==> src/design/hehd_pkg.sv <==
// Package: item types, decision codes and register indexes for the height decider
`timescale 1ns / 1ps

package hehd_pkg;

   localparam int CSR_INDEX_W = 3;
   localparam int CSR_DATA_W  = 32;

   // register indexes on the write port
   localparam logic [CSR_INDEX_W-1:0] CSR_ENABLE         = 3'd0;
   localparam logic [CSR_INDEX_W-1:0] CSR_DOUBLE_SUPPORT = 3'd1;
   localparam logic [CSR_INDEX_W-1:0] CSR_MAX_STEP       = 3'd2;
   localparam logic [CSR_INDEX_W-1:0] CSR_BAND           = 3'd3;
   localparam logic [CSR_INDEX_W-1:0] CSR_MIN_PERIOD     = 3'd4;

   // item kinds
   localparam logic KIND_HEIGHT = 1'b0;
   localparam logic KIND_FORCE  = 1'b1;

   // decision codes
   localparam logic [1:0] DEC_NONE    = 2'd0;
   localparam logic [1:0] DEC_STEP_UP = 2'd1;
   localparam logic [1:0] DEC_AVOID   = 2'd2;
   localparam logic [1:0] DEC_INVALID = 2'd3;

   localparam logic [1:0] FEET_BOTH = 2'd2;

   // EMA: new gain 0.3 in Q0.16; the old gain is 1 - 0.3
   localparam logic [15:0] EMA_GAIN  = 16'd19661;
   localparam logic [32:0] EMA_ROUND = 33'd32768;

   // register reset values
   localparam logic        RST_ENABLE         = 1'b1;
   localparam logic        RST_DOUBLE_SUPPORT = 1'b0;
   localparam logic [15:0] RST_MAX_STEP       = 16'd410;
   localparam logic [13:0] RST_BAND           = 14'd82;
   localparam logic [31:0] RST_MIN_PERIOD     = 32'd0;

   typedef struct packed {
      logic               kind;
      logic signed [15:0] height_sample;
      logic [31:0]        now_ticks;
      logic [1:0]         feet_in_contact;
      logic [31:0]        sample_stamp;
      logic [1:0]         forced_decision;
   } req_item_type;

   typedef struct packed {
      logic               accepted;
      logic signed [15:0] filtered_height;
      logic [1:0]         decision;
      logic               filter_valid;
      logic [15:0]        stable_count;
      logic [31:0]        last_stamp;
   } rsp_item_type;

endpackage

==> src/design/height_ema_hysteresis_decider.sv <==
// Top level: obstacle height EMA filter with hysteresis step-up / avoid decision
// Path from req accept to rsp valid: input register, then result register; the filter
// update (one 17x16 multiply, add, band compare) sits between the two.
// Throughput: one item per cycle unless the result stage stalls on rsp_ready.
// req_ready is high whenever the input register is empty or drains in the same cycle.
// Reset (synchronous): registers to their defaults, filter, count, decision and stamps
// cleared, both stages empty.
`timescale 1ns / 1ps

module height_ema_hysteresis_decider
   import hehd_pkg::*;
(
   input  logic                   clock,
   input  logic                   reset,
   input  logic                   req_valid,
   output logic                   req_ready,
   input  req_item_type           req_item,
   output logic                   rsp_valid,
   input  logic                   rsp_ready,
   output rsp_item_type           rsp_item,
   input  logic                   csr_we,
   input  logic [CSR_INDEX_W-1:0] csr_index,
   input  logic [CSR_DATA_W-1:0]  csr_wdata
);

   // configuration registers
   logic        enable_ff;
   logic        double_support_ff;
   logic [15:0] max_step_ff;
   logic [13:0] band_ff;
   logic [31:0] min_period_ff;

   // input stage
   logic         in_valid_ff;
   req_item_type in_item_ff;

   // filter and decision state
   logic signed [15:0] filt_ff,  filt_in;
   logic               fvalid_ff, fvalid_in;
   logic [15:0]        count_ff, count_in;
   logic [1:0]         dec_ff,   dec_in;
   logic [31:0]        last_time_ff, last_time_in;
   logic               has_acc_ff, has_acc_in;
   logic [31:0]        stamp_ff, stamp_in;

   // result stage
   logic         rsp_valid_ff;
   rsp_item_type rsp_item_ff, rsp_item_in;

   logic advance;

   logic signed [16:0] ema_diff;
   logic signed [32:0] ema_prod;
   logic signed [32:0] ema_round;
   logic signed [16:0] ema_delta;
   logic signed [16:0] ema_sum;
   logic signed [15:0] filt_new;
   logic signed [17:0] band_hi;
   logic signed [17:0] band_lo;
   logic [31:0]        elapsed;
   logic               take;
   logic               acc;

   assign advance   = in_valid_ff && (!rsp_valid_ff || rsp_ready);
   assign req_ready = !in_valid_ff || advance;
   assign rsp_valid = rsp_valid_ff;
   assign rsp_item  = rsp_item_ff;

   // filt' = filt + floor((0.3 * (h - filt) + 0.5)) in Q0.16
   assign ema_diff  = $signed({in_item_ff.height_sample[15], in_item_ff.height_sample})
                    - $signed({filt_ff[15], filt_ff});
   assign ema_prod  = $signed({{16{ema_diff[16]}}, ema_diff}) * $signed({17'b0, EMA_GAIN});
   assign ema_round = ema_prod + $signed(EMA_ROUND);
   assign ema_delta = ema_round[32:16];
   assign ema_sum   = $signed({filt_ff[15], filt_ff}) + ema_delta;

   assign band_hi = $signed({{2{max_step_ff[15]}}, max_step_ff}) + $signed({4'b0, band_ff});
   assign band_lo = $signed({{2{max_step_ff[15]}}, max_step_ff}) - $signed({4'b0, band_ff});

   assign elapsed = in_item_ff.now_ticks - last_time_ff;

   always_comb begin
      filt_in      = filt_ff;
      fvalid_in    = fvalid_ff;
      count_in     = count_ff;
      dec_in       = dec_ff;
      last_time_in = last_time_ff;
      has_acc_in   = has_acc_ff;
      stamp_in     = stamp_ff;
      acc          = 1'b0;
      filt_new     = fvalid_ff ? ema_sum[15:0] : in_item_ff.height_sample;

      take = enable_ff;
      if (double_support_ff && (in_item_ff.feet_in_contact != FEET_BOTH)) begin
         take = 1'b0;
      end
      if (has_acc_ff && (elapsed < min_period_ff)) begin
         take = 1'b0;
      end

      if (in_item_ff.kind == KIND_FORCE) begin
         // undefined force code is ignored
         if (in_item_ff.forced_decision != DEC_INVALID) begin
            dec_in = in_item_ff.forced_decision;
            acc    = 1'b1;
         end
      end else if (take) begin
         filt_in   = filt_new;
         fvalid_in = 1'b1;
         if (!fvalid_ff) begin
            count_in = 16'd1;
         end else if (count_ff != 16'hFFFF) begin
            count_in = count_ff + 16'd1;
         end
         if ($signed({{2{filt_new[15]}}, filt_new}) > band_hi) begin
            dec_in = DEC_AVOID;
         end else if ($signed({{2{filt_new[15]}}, filt_new}) < band_lo) begin
            dec_in = DEC_STEP_UP;
         end
         stamp_in     = in_item_ff.sample_stamp;
         last_time_in = in_item_ff.now_ticks;
         has_acc_in   = 1'b1;
         acc          = 1'b1;
      end

      rsp_item_in.accepted        = acc;
      rsp_item_in.filtered_height = filt_in;
      rsp_item_in.decision        = dec_in;
      rsp_item_in.filter_valid    = fvalid_in;
      rsp_item_in.stable_count    = count_in;
      rsp_item_in.last_stamp      = stamp_in;
   end

   // configuration
   always_ff @(posedge clock) begin
      if (reset) begin
         enable_ff         <= RST_ENABLE;
         double_support_ff <= RST_DOUBLE_SUPPORT;
         max_step_ff       <= RST_MAX_STEP;
         band_ff           <= RST_BAND;
         min_period_ff     <= RST_MIN_PERIOD;
      end else if (csr_we) begin
         case (csr_index)
            CSR_ENABLE:         enable_ff         <= csr_wdata[0];
            CSR_DOUBLE_SUPPORT: double_support_ff <= csr_wdata[0];
            CSR_MAX_STEP:       max_step_ff       <= csr_wdata[15:0];
            CSR_BAND:           band_ff           <= csr_wdata[13:0];
            CSR_MIN_PERIOD:     min_period_ff     <= csr_wdata[31:0];
            default: ;
         endcase
      end
   end

   // input stage
   always_ff @(posedge clock) begin
      if (reset) begin
         in_valid_ff <= 1'b0;
      end else if (req_ready) begin
         in_valid_ff <= req_valid;
      end
   end

   always_ff @(posedge clock) begin
      if (req_valid && req_ready) begin
         in_item_ff <= req_item;
      end
   end

   // filter state and result stage
   always_ff @(posedge clock) begin
      if (reset) begin
         filt_ff      <= '0;
         fvalid_ff    <= 1'b0;
         count_ff     <= '0;
         dec_ff       <= DEC_NONE;
         last_time_ff <= '0;
         has_acc_ff   <= 1'b0;
         stamp_ff     <= '0;
         rsp_valid_ff <= 1'b0;
      end else begin
         if (advance) begin
            filt_ff      <= filt_in;
            fvalid_ff    <= fvalid_in;
            count_ff     <= count_in;
            dec_ff       <= dec_in;
            last_time_ff <= last_time_in;
            has_acc_ff   <= has_acc_in;
            stamp_ff     <= stamp_in;
            rsp_valid_ff <= 1'b1;
         end else if (rsp_ready) begin
            rsp_valid_ff <= 1'b0;
         end
      end
   end

   always_ff @(posedge clock) begin
      if (advance) begin
         rsp_item_ff <= rsp_item_in;
      end
   end

endmodule
==> config.mk <==
export PLATFORM = sky130hd
export DESIGN_NAME = height_ema_hysteresis_decider
export DESIGN_NICKNAME = d
export VERILOG_FILES = /design/src/design/hehd_pkg.sv /design/src/design/height_ema_hysteresis_decider.sv
export SDC_FILE = /design/constraint.sdc
export NUM_CORES = 1
export LEC_CHECK = 0
export BUFFER_PORTS_ARGS = -buffer_cell sky130_fd_sc_hd__buf_2
export CAP_MARGIN = 20
export CORE_UTILIZATION = 60
export CTS_CLUSTER_DIAMETER = 50
export DETAILED_ROUTE_END_ITERATION = 7
export GPL_ROUTABILITY_DRIVEN = 0
export PLACE_DENSITY = 0.87
export SLEW_MARGIN = 10
export SYNTH_ARGS = -nofsm -noshare
export SYNTH_HDL_FRONTEND = slang
export SYNTH_SLANG_ARGS = --single-unit
==> constraint.sdc <==
create_clock -name clock -period 13.4 [get_ports clock]
set_clock_uncertainty 0.2 [all_clocks]
set_input_delay 2.01 -clock clock [delete_from_list [all_inputs] [get_ports clock]]
set_output_delay 2.01 -clock clock [all_outputs]
set_load 0.02 [all_outputs]
* After elaboration in Yosys (flattened, before gate mapping)
Cells that the tools add are included.
Widths: inputs -> output; s select.
** Operators by class
- $lt $le $gt $ge :: 3
- Bitwise gates (word level) :: 1
- Muxes and demuxes :: 23
- Multiply operators :: 1
- $add $sub $neg :: 7
- Reductions and logical operators :: 16
- Equality and inequality tests :: 7
** Operators with widths (count)
- $mux 16 :: 7
- $mux 32 :: 2
- $add 32x17->32 const B :: 1
- $lt 32x32->1 :: 1
- $mul 17x16->32 const B :: 1
- $sub 32x32->32 :: 1
- $add 16x15->17 :: 1
- $gt 16x17->1 :: 1
- $lt 16x17->1 :: 1
- $sub 16x15->17 :: 1
- $sub 16x16->17 :: 1
- $add 16x1->16 const B :: 1
- $add 16x16->16 :: 1
- $ne 16x16->1 const B :: 1
- $mux 2 :: 5
- $reduce_and 2->1 :: 5
- $mux 1 :: 9
- $eq 3x2->1 const B :: 2
- $logic_and 1x1->1 :: 4
- $ne 2x2->1 const B :: 2
- $eq 3x1->1 const B :: 1
- $eq 3x3->1 const B :: 1
- $logic_not 3->1 :: 1
- $reduce_and 3->1 :: 1
- 4 further kinds :: 6
** Storage, ports and cells
- Logic and storage cells :: 84
- Input port bits :: 125
- Bits in registers :: 319
- Output and inout bits :: 70

* Longest topological paths before layout
Gate-level depths: netlist (run 1).
- Depth in word-level cells :: 10
- Gate-level depth with buffers :: 52
- Depth with buffers taken out :: 52

* Worst setup path before layout (run 1)
OpenSTA, ideal clock, no wires.
- Kind :: register to register
- Start point :: register in_item_ff[68] (netlist bit)
- End point :: register rsp_item_ff, in the netlist rsp_item[49] (data pin)
- Data arrival time :: 10605 ps
- Data required time :: 12945 ps
- Buffers on the path :: 0
- Slack :: 2340 ps
- Period minus slack after synthesis :: 11060 ps
- Library setup time :: 255 ps
- Stages on the path, launching flop included :: 47
- Cell sequence :: edfxtp_1 inv_1 ha_1 fa_1 nor2b_1 o21ai_0 a21boi_1 o21ai_0 a21boi_0 o21ai_1 a21oi_1 o41ai_1 o21ai_0 o2bb2ai_1 ha_1 ha_1 inv_1 fa_1 (+11 left out) ha_1 a21o_1 a2111oi_0 o31ai_1 a21o_1 xor2_1 mux2i_1 inv_1 ha_1 nand3_1 nor3_1 a221o_1 a2111oi_0 or3_1 maj3_1 o211ai_1 nand3_1 and2_1
** On the way
- Cells in the longest elaborated chain, start to end :: 10
- Elaborated cells on any way between the ends :: 11
- Classes of those cells :: add/sub (3); mul (1); order compare (2); mux (5)
** RTL lines
- from (decl) :: line height_ema_hysteresis_decider.sv:35 : req_item_type in_item_ff;
- from (signal assigned) :: line height_ema_hysteresis_decider.sv:165 : in_item_ff <= req_item;
- $sub 16x16->17 :: line height_ema_hysteresis_decider.sv:71 : - $signed({filt_ff[15], filt_ff});
- $mul 17x16->32 :: line height_ema_hysteresis_decider.sv:72 : assign ema_prod = $signed({{16{ema_diff[16]}}, ema_diff}) * $signed({17'b0, EMA_GAIN});
- $add 32x17->32 :: line height_ema_hysteresis_decider.sv:73 : assign ema_round = ema_prod + $signed(EMA_ROUND);
- $add 16x16->16 :: line height_ema_hysteresis_decider.sv:75 : assign ema_sum = $signed({filt_ff[15], filt_ff}) + ema_delta;
- $mux 16 (*) :: line height_ema_hysteresis_decider.sv:91 : filt_new = fvalid_ff ? ema_sum[15:0] : in_item_ff.height_sample;
- $lt 16x17->1 :: line height_ema_hysteresis_decider.sv:117 : end else if ($signed({{2{filt_new[15]}}, filt_new}) < band_lo) begin
- $mux 2 :: line height_ema_hysteresis_decider.sv:117
- $mux 2 (*) :: line height_ema_hysteresis_decider.sv:115 : if ($signed({{2{filt_new[15]}}, filt_new}) > band_hi) begin
- $mux 2 (*) :: line height_ema_hysteresis_decider.sv:107 : end else if (take) begin
- $mux 2 (*) :: line height_ema_hysteresis_decider.sv:101 : if (in_item_ff.kind == KIND_FORCE) begin
- net dec_in[0] :: line height_ema_hysteresis_decider.sv:41 : logic [1:0] dec_ff, dec_in;
- to (signal assigned) :: line height_ema_hysteresis_decider.sv:198 : rsp_item_ff <= rsp_item_in;
- to (decl) :: line height_ema_hysteresis_decider.sv:48 : rsp_item_type rsp_item_ff, rsp_item_in;
Mark *: on every way through the listed nets, which the timed path passes. The rest lies on a longest branch.
A chain may end at the register's enable or synchronous reset.

* Worst setup path after layout (run 1)
Ends and elaborated chain as after synthesis.

==> flow_summary_export.csv, run 1 <==
group,metric,value,unit
worst_hold_path,hold_path.class,"flop to flop",
synthesis,syn-cell-area,22690,um2
timing,hold_viol,0,
clocking,clk_latency,0.56,ns
critical_path,cp_data_required_time,13.52,ns
routing,drt_iter0_markers,1379,
timing,finalCritPeriodShare,0.9157,
synthesis,syn_nets,3045,
synthesis,synth.top_cell.area_share,0.2025,
critical_path,crit_slowest_cell,"o41ai_1",
critical_path,r2r_end,"rsp_item[49]",
synthesis,ys.warnings.count,0,
floorplanning,ioPinCount,195,
status,status,"completed",
clocking,cts_root_buf,"clkbuf_16",
timing,finalCriticalPeriod,12.27,ns
critical_path,rrSetupSlack,1.13,ns
critical_path,startpoint_type,"flop",
synthesis,ys_ff_latch,319,
layout,drive_gt1_frac,0.1099,
critical_path,max_stage_delay,0.59,ns
timing,setup_tns,0,ns
floorplanning,die_w,196.5,um
critical_path,crit_path_end_kind,"flop",
critical_path,critPathKind,"flop to flop",
routing,postRouteAntennaNets,0,
timing,slew_viol_final,0,
synthesis,synth_cell_types,79,
synthesis,yosys-top-cells-area,"edfxtp_1, ha_1, dfxtp_1",
synthesis,synth_seq_area_share,0.3490,
clocking,cts_tree,"yes",
global_routing,grt_max_degree,103,
critical_path,arrival,12.39,ns
placement,dp_hpwl,41.40,mm
global_routing,track_usage,0.2849,
global_routing,grt_pass1_wl,88.20,mm
clocking,numCtsBuffers,39,
synthesis,netlist_instances,2543,
floorplanning,coreArea,36870,um2
floorplanning,die-area,38600,um2
routing,dr.pass1.iters,6,
synthesis,yosys_most_used_dff,"dfxtp_1",
routing,num_vias,18460,
timing,max_freq,0.08150,GHz
layout,regArea,7918,um2
synthesis,synth-async-reset-ratio,0,
synthesis,synth_largest_area_cell,"edfxtp_1",
global_routing,grt_pass1_vias,18370,
layout,area_growth,12.27,%
worst_hold_path,worstHoldPathCells,2,
global_routing,antenna_found_initial,5,
run,maxCapViolCount,0,
floorplanning,start_util,0.6153,
clocking,post_cts_resized,0,
worst_hold_path,whs_endpoint,"last_time_ff[8]",
critical_path,cp_max_fo,6,
clocking,cts_setup_buffers,0,
layout,multiInputGateArea,13130,um2
clocking,clockBufferDepth,3,
floorplanning,row_count,70,
floorplanning,dieHeight,196.5,um
routing,wl_per_cell,16.87,um
timing,worst_slew_pin_slew,1.108,ns
clocking,cts_hold_buf,0,
global_routing,overflow,0,
clocking,h-tree-depth,2,
synthesis,avgSynthCellArea,8.922,um2
routing,wl,54.93,mm
timing,finalSetupViolations,0,
placement,port_buffers,194,
timing,rsz0062_at_grt,"no",
synthesis,synth-edff-count,153,
worst_hold_path,min_from,"last_time_ff[8]",
timing,relSlewSlack,0.2615,
clocking,clkTransAtPathRegs,0.06,ns
critical_path,r2r_start,"in_item_ff[68]",
clocking,clock-sinks,319,
critical_path,rr_worst_depth,49,
layout,nets,3218,
layout,nFillCells,2718,
routing,via_per_inst,5.671,
routing,drc,0,
-- Yosys cell counts (all sizes together) (6+ instances only) --
master   instances
edfxtp         153
a41oi            6
mux2i           10
nor2b           23
buf             13
nor2           139
nor3            34
o21ai           69
inv            361
xor2            43
and2            14
a21boi           7
dfxtp          166
or2              6
a31oi           11
o21bai          10
a21o            45
ha             280
or3             14
fa              97
and3            16
a211oi          25
a21oi          242
nand4           22
o2111ai          7
o21a            10
nand3           39
nand2b          23
xnor2           71
nand2          426
o211ai          19
clkbuf          67
-- stage by stage --
| stage | util | hold slack (ns) | instances | worst slack (ns) | area, um2 |
|---|---|---|---|---|---|
| 5_1_grt | 0.6908 | 0.2709 | 3254 | 0.4482 | 25470 |
| 6_report | 0.6908 | 0.2537 | 3255 | 1.130 | 25470 |
| 4_1_cts | 0.6892 | 0.2546 | 3248 | 1.327 | 25410 |
| 3_3_place_gp | 0.6540 | 0.2412 | 3175 | 1.769 | 24110 |
| 2_1_floorplan | - | 0.2363 | 2543 | 2.340 | 22690 |
| 3_5_place_dp | 0.6544 | 0.2467 | 3176 | 1.404 | 24130 |
-- worst max-delay path, delay by kind of cell, from the launching register on --
family	cells	cell delay, ns
AND/OR/NAND/NOR	6	1.03
adder cells (fa/ha/maj)	12	4.41
multiplexers	1	0.22
XOR/XNOR	2	0.37
flip-flops	1	0.38
AO/OA/AOI/OAI	21	4.81
buffers and inverters	7	0.59
-- cell families after synthesis --
group / share of synthesized area
AOI/OAI and AO/OA: 0.1355
and+or+nand+nor: 0.1491
DFF: 0.3490
xor gates and xnor gates: 0.04533
adders and majority gates: 0.2409
buffers and inverters: 0.07334
muxes: 0.006893
-- how the worst max path moves through the flow --
stage              startpoint  depth (start not counted)  slack (ns)           end
3_5_place_dp   in_item_ff[68]                         49        1.40  rsp_item[49]
4_1_cts        in_item_ff[68]                         49        1.33  rsp_item[49]
2_1_floorplan  in_item_ff[68]                         46        2.34  rsp_item[49]
5_1_grt        in_item_ff[68]                         49        0.45  rsp_item[49]
3_3_place_gp   in_item_ff[68]                         49        1.77  rsp_item[49]
6_report       in_item_ff[68]                         49        1.13  rsp_item[49]
-- layer usage --
layer	track usage	routed length, um
met1	0.3374	21460
met2	0.5034	27210
met3	0.04860	3947
met4	0.1325	2275
met5	0	27
-- registers in the layout, indices dropped and copies added (netlist names), 2 cells and up --
name,count
in_item_ff,85
rsp_item,68
last_time_ff,32
min_period_ff,32
stamp_ff,32
count_ff,16
filt_ff,16
max_step_ff,16
band_ff,14
dec_ff,2
-- cell type report --
type	count	share of cell area
flip-flops and latches	319	0.3108
clock buffers	53	0.04322
repair buffers	212	0.04489
inverters	361	0.05320
diodes	4	0.0003929
clock inverters	19	0.007220
multi-input cells	1783	0.5155
well taps	504	0.02476
-- cells in the final DEF (no fill, tap or decap), types with 39 or more instances in the layout --
| cell | count |
|---|---|
| dfxtp_1 | 166 |
| a21oi_1 | 241 |
| a21o_1 | 45 |
| o21ai_0 | 60 |
| nand3_1 | 39 |
| clkbuf_16 | 41 |
| buf_2 | 193 |
| edfxtp_1 | 153 |
| xor2_1 | 43 |
| inv_1 | 359 |
| fa_1 | 97 |
| ha_1 | 280 |
| xnor2_1 | 70 |
| nor2_1 | 137 |
| nand2_1 | 426 |
Power of run 1 is left out: the tool's default activity adds up to more than one toggle a clock period on the data nets, which glitch-free logic cannot reach.
==> run 2, diff against run 1 <==
--- a/config.mk
+++ b/config.mk
@@ -7,12 +7,13 @@
 export LEC_CHECK = 0
 export BUFFER_PORTS_ARGS = -buffer_cell sky130_fd_sc_hd__buf_2
 export CAP_MARGIN = 20
-export CORE_UTILIZATION = 60
+export CELL_PAD_IN_SITES_DETAIL_PLACEMENT = 1
+export CELL_PAD_IN_SITES_GLOBAL_PLACEMENT = 1
+export CORE_UTILIZATION = 47
 export CTS_CLUSTER_DIAMETER = 50
 export DETAILED_ROUTE_END_ITERATION = 7
 export GPL_ROUTABILITY_DRIVEN = 0
-export PLACE_DENSITY = 0.87
-export SLEW_MARGIN = 10
+export PLACE_DENSITY = 0.88
 export SYNTH_ARGS = -nofsm -noshare
 export SYNTH_HDL_FRONTEND = slang
 export SYNTH_SLANG_ARGS = --single-unit
==> constraint.sdc (replaced) <==
create_clock -name clock -period 13.4 [get_ports clock]
set_clock_uncertainty 0.2 [all_clocks]
set_input_delay 4.02 -clock clock [delete_from_list [all_inputs] [get_ports clock]]
set_output_delay 4.02 -clock clock [all_outputs]
set_load 0.02 [all_outputs]
==> run 2 against run 1 <==
  * Via count is 2.6% higher
  * Largest cell class unchanged
  * Critical path type unchanged
  * Register-to-register slack worse by 0.34 ns
  * Global-route usage is 1.2 points lower
  * Final cell count is 3.6% higher
  * Maximum frequency is 2.7% lower
  * Sequential share of layout area is 0.37 points lower
==> flow_summary_export.csv, run 2 (synthesized netlist as in run 1, its figures left out) <==
group,metric,value,unit
global_routing,grt_max_degree,94,
layout,largest_register_ff_count,85,
clocking,cts_tree,"yes",
clocking,clock-sinks,319,
placement,detailed_place.area,24260,um2
timing,max_freq,0.07932,GHz
floorplanning,die-area,49160,um2
clocking,clockBufferDepth,3,
routing,postRouteAntennaNets,0,
routing,drc,0,
layout,nets,3221,
layout,final_util,0.5410,
global_routing,antenna_found_initial,6,
floorplanning,dieHeight,221.7,um
routing,wl_per_cell,19.94,um
critical_path,path_delay_family,"compound AO/OA/AOI/OAI gates",
layout,regMostFlops,"in_item_ff",
global_routing,overflow,0,
timing,finalSetupViolations,0,
critical_path,crit_buf_inv,7,
layout,final_cell_area,25780,um2
status,status,"completed",
timing,slew_viol_final,0,
clocking,cts_root_buf,"clkbuf_16",
layout,final_cell_mix,"nand2_1, inv_1, ha_1, a21oi_1, buf_2",
placement,port_buffers,194,
critical_path,rrSetupSlack,0.79,ns
global_routing,track_usage,0.2730,
clocking,h-tree-depth,2,
clocking,clk_latency,0.58,ns
clocking,numCtsBuffers,43,
routing,wl,67.25,mm
timing,finalCriticalPeriod,12.61,ns
critical_path,arrival,12.73,ns
layout,mostFrequentLayoutCell,"nand2_1",
worst_hold_path,hold_path.class,"flop to flop",
layout,drive_gt1_frac,0.1122,
critical_path,cp_data_required_time,13.53,ns
critical_path,startpoint_type,"flop",
timing,hold_viol,0,
placement,dp_hpwl,51.07,mm
layout,nFillCells,5586,
floorplanning,start_util,0.4762,
timing,worst_slew_pin_slew,1.066,ns
routing,dr.pass1.iters,5,
clocking,clkTransAtPathRegs,0.06,ns
timing,relSlewSlack,0.2868,
global_routing,grt_pass1_vias,20810,
run,maxCapViolCount,0,
routing,drt_iter0_markers,908,
floorplanning,ioPinCount,195,
layout,multiInputGateArea,13140,um2
floorplanning,row_count,80,
routing,num_vias,18930,
layout,regArea,7918,um2
critical_path,crit_path_end_kind,"flop",
timing,rsz0062_at_grt,"no",
critical_path,max_stage_delay,0.59,ns
routing,via_per_inst,5.613,
critical_path,critPathKind,"flop to flop",
timing,setup_tns,0,ns
floorplanning,coreArea,47650,um2
layout,area_growth,13.60,%
clocking,cts_setup_buffers,0,
floorplanning,die_w,221.7,um
timing,finalCritPeriodShare,0.9408,
critical_path,cp_max_fo,6,
critical_path,crit_slowest_cell,"a2111oi_1",
global_routing,grt_pass1_wl,107.3,mm
-- run 2: changes by cell type in the layout (fill, tap and decap cells not counted), moves of 2 or more --
cell       previous run  this run
clkbuf_16            41        46
clkinv_2              3         7
bufinv_16             1         3
inv_4                 2         0
-- run 2: final cells by class --
| class | count | share of cell area |
|---|---|---|
| Antenna cell | 4 | 0.0003883 |
| Clock buffer | 58 | 0.04757 |
| Clock inverter | 22 | 0.009611 |
| Inverter | 361 | 0.05262 |
| Multi-Input combinational cell | 1783 | 0.5098 |
| Sequential cell | 319 | 0.3072 |
| Tap cell | 615 | 0.02985 |
| Timing Repair Buffer | 211 | 0.04301 |
-- run 2: metal layers --
layer / track usage / vias to the layer above / wire [um]
met3: 0.03949 / 204 / 2805
li1: - / 8903 / -
met5: 0 / - / 41
met1: 0.3076 / 9339 / 26500
met2: 0.5009 / 480 / 34620
met4: 0.1358 / 6 / 3275
-- run 2: final timing paths --
kind                         start               end  cells after the start
setup / recovery    in_item_ff[68]      rsp_item[49]                     49
hold / removal    last_time_ff[26]  last_time_ff[26]                      2
setup reg to reg    in_item_ff[68]      rsp_item[49]                     49
hold reg to reg   last_time_ff[26]  last_time_ff[26]                      2
-- run 2: timing repair --
item,4_1_cts,5_1_grt
hold endpoints to repair,0,0
resized for setup,0,2
hold buffers,0,0
endpoints found under the setup margin,0,4
-- run 2: worst register-to-register path: cells and delay by family, from the launching register on --
family,cells,cell delay [ns]
AOI/OAI and AO/OA,21,4.95
xor gates and xnor gates,2,0.40
adders and majority gates,12,4.42
buffers and inverters,7,0.63
DFF,1,0.38
muxes,1,0.27
and+or+nand+nor,6,1.11
-- run 2: through the flow --
stage | hold WS, ns | instances | setup WS, ns
after floorplan | 0.2363 | 2543 | 2.340
after global placement | 0.2412 | 3287 | 1.474
after detailed placement | 0.2468 | 3287 | 0.7205
after CTS | 0.2543 | 3367 | 0.6636
after global routing | 0.2685 | 3373 | 0.1124
final | 0.2536 | 3373 | 0.7930
Power of run 2 is left out for the same reason.
==> run 3, diff against run 2 <==
--- a/config.mk
+++ b/config.mk
@@ -9,11 +9,11 @@
 export CAP_MARGIN = 20
 export CELL_PAD_IN_SITES_DETAIL_PLACEMENT = 1
 export CELL_PAD_IN_SITES_GLOBAL_PLACEMENT = 1
-export CORE_UTILIZATION = 47
+export CORE_UTILIZATION = 51
 export CTS_CLUSTER_DIAMETER = 50
 export DETAILED_ROUTE_END_ITERATION = 7
 export GPL_ROUTABILITY_DRIVEN = 0
-export PLACE_DENSITY = 0.88
+export PLACE_DENSITY = 0.94
 export SYNTH_ARGS = -nofsm -noshare
 export SYNTH_HDL_FRONTEND = slang
 export SYNTH_SLANG_ARGS = --single-unit
==> constraint.sdc (replaced) <==
create_clock -name clock -period 16.2 [get_ports clock]
set_clock_uncertainty 0.2 [all_clocks]
set_input_delay 4.86 -clock clock [delete_from_list [all_inputs] [get_ports clock]]
set_output_delay 4.86 -clock clock [all_outputs]
set_load 0.02 [all_outputs]
==> run 3 against run 2 <==
  * Cell area is 0.27% lower
  * Count of clock-buffer cells in the layout decreased by 8
  * Maximum frequency shrank 5.0%
  * Critical path depth stayed put
  * Sequential share of layout area grew 0.084 points
  * Setup slack improved by 2.1 ns
  * Utilization increased by 5.1 points
  * Routed wire length is 12% higher
  * First-iteration DRC count grew 43%
  * Global-route usage rose by 6.3 points
  * Register-to-register slack better by 2.1 ns
  * Final cell count is 0.98% lower
  * Critical endpoint unchanged
  * Largest cell class unchanged
  * Highest routed layer is now met4
==> flow_summary_export.csv, run 3 (synthesized netlist as in run 1, its figures left out) <==
group,metric,value,unit
placement,placed_cells,3258,
layout,multiInputGateArea,13130,um2
routing,num_vias,19750,
clocking,clock-sinks,319,
clocking,cts_hold_buf,0,
critical_path,arrival,13.40,ns
global_routing,grt_pass1_vias,21880,
floorplanning,start_util,0.5221,
timing,holdWs,0.2543,ns
critical_path,crit_path_end_kind,"flop",
floorplanning,dieHeight,212.9,um
timing,finalSetupViolations,0,
layout,regArea,7918,um2
critical_path,startpoint_type,"flop",
layout,nFillCells,5086,
timing,worst_slew_pin_slew,1.069,ns
status,status,"completed",
clocking,clkTransAtPathRegs,0.06,ns
routing,wl,75.45,mm
timing,hold_viol,0,
routing,drt_iter0_markers,1294,
clocking,cts_tree,"yes",
routing,drc,0,
layout,regMostFlops,"in_item_ff",
critical_path,max_stage_delay,0.86,ns
routing,dr.pass1.iters,5,
clocking,clk_latency,0.58,ns
timing,finalCriticalPeriod,13.27,ns
routing,wl_per_cell,22.59,um
global_routing,track_usage,0.3361,
global_routing,antenna_found_initial,3,
timing,rsz0062_at_grt,"no",
global_routing,grt_max_degree,76,
worst_hold_path,hold_path.class,"flop to flop",
timing,max_freq,0.07534,GHz
clocking,post_cts_resized,0,
global_routing,grt_pass1_wl,117.3,mm
layout,drive_gt1_frac,0.1113,
floorplanning,die-area,45340,um2
critical_path,critPathKind,"flop to flop",
placement,port_buffers,194,
layout,area_growth,13.30,%
floorplanning,row_count,76,
layout,largest_register_ff_count,85,
floorplanning,die_w,212.9,um
floorplanning,coreArea,43460,um2
critical_path,crit_slowest_cell,"o41ai_1",
clocking,clockBufferDepth,3,
layout,mostFrequentLayoutCell,"nand2_1",
layout,nets,3220,
layout,final_cell_mix,"nand2_1, inv_1, ha_1, a21oi_1, buf_2",
critical_path,rrSetupSlack,2.93,ns
timing,setup_tns,0,ns
critical_path,cp_max_fo,6,
timing,finalCritPeriodShare,0.8193,
clocking,cts_setup_buffers,0,
timing,slew_viol_final,0,
clocking,cts_root_buf,"clkbuf_16",
placement,dp_hpwl,54.55,mm
layout,final_cells,3340,
run,maxCapViolCount,0,
critical_path,cp_data_required_time,16.33,ns
routing,postRouteAntennaNets,0,
global_routing,overflow,0,
routing,via_per_inst,5.912,
floorplanning,ioPinCount,195,
clocking,numCtsBuffers,40,
timing,relSlewSlack,0.2876,
clocking,h-tree-depth,2,
-- run 3: per-stage QoR --
stage | area, um2 | worst slack [ns] | utilization
3_5_place_dp | 24230 | 3.472 | 0.5576
5_1_grt | 25700 | 2.536 | 0.5914
4_1_cts | 25650 | 3.333 | 0.5903
2_1_floorplan | 22690 | 5.140 | -
6_report | 25710 | 2.927 | 0.5915
3_3_place_gp | 24230 | 4.321 | 0.5576
-- run 3: per-layer routing --
metal	share of wire	wire length, um	GRT usage	vias up
li1	-	-	-	8881
met1	0.37	27540	0.3599	9748
met2	0.51	38640	0.6088	801
met3	0.057	4328	0.05854	317
met4	0.065	4929	0.2148	0
met5	0	0	0	-
-- run 3: cell type report --
| type | instances | share of cell area |
|---|---|---|
| multi-input cells | 1783 | 0.5108 |
| flip-flops and latches | 319 | 0.3080 |
| inverters | 361 | 0.05276 |
| repair buffers | 213 | 0.04415 |
| clock buffers | 50 | 0.04283 |
| well taps | 585 | 0.02847 |
| clock inverters | 24 | 0.01246 |
| diodes | 5 | 0.0004867 |
-- run 3: final timing paths --
kind | from | endpoint | cells after the start
max | in_item_ff[68] | rsp_item[49] | 49
min | last_time_ff[8] | last_time_ff[8] | 2
max reg2reg | in_item_ff[68] | rsp_item[49] | 49
min reg2reg | last_time_ff[8] | last_time_ff[8] | 2
-- run 3: critical path: cells and delay by family (launching register included) --
kind                     cells  cell delay [ns]
multiplexers                 1             0.23
buffers and inverters        7             0.65
AND/OR/NAND/NOR              6             1.12
adder cells (fa/ha/maj)     12             4.57
XOR/XNOR                     2             0.35
flip-flops                   1             0.39
AO/OA/AOI/OAI               21             5.53
Power of run 3 is left out for the same reason.
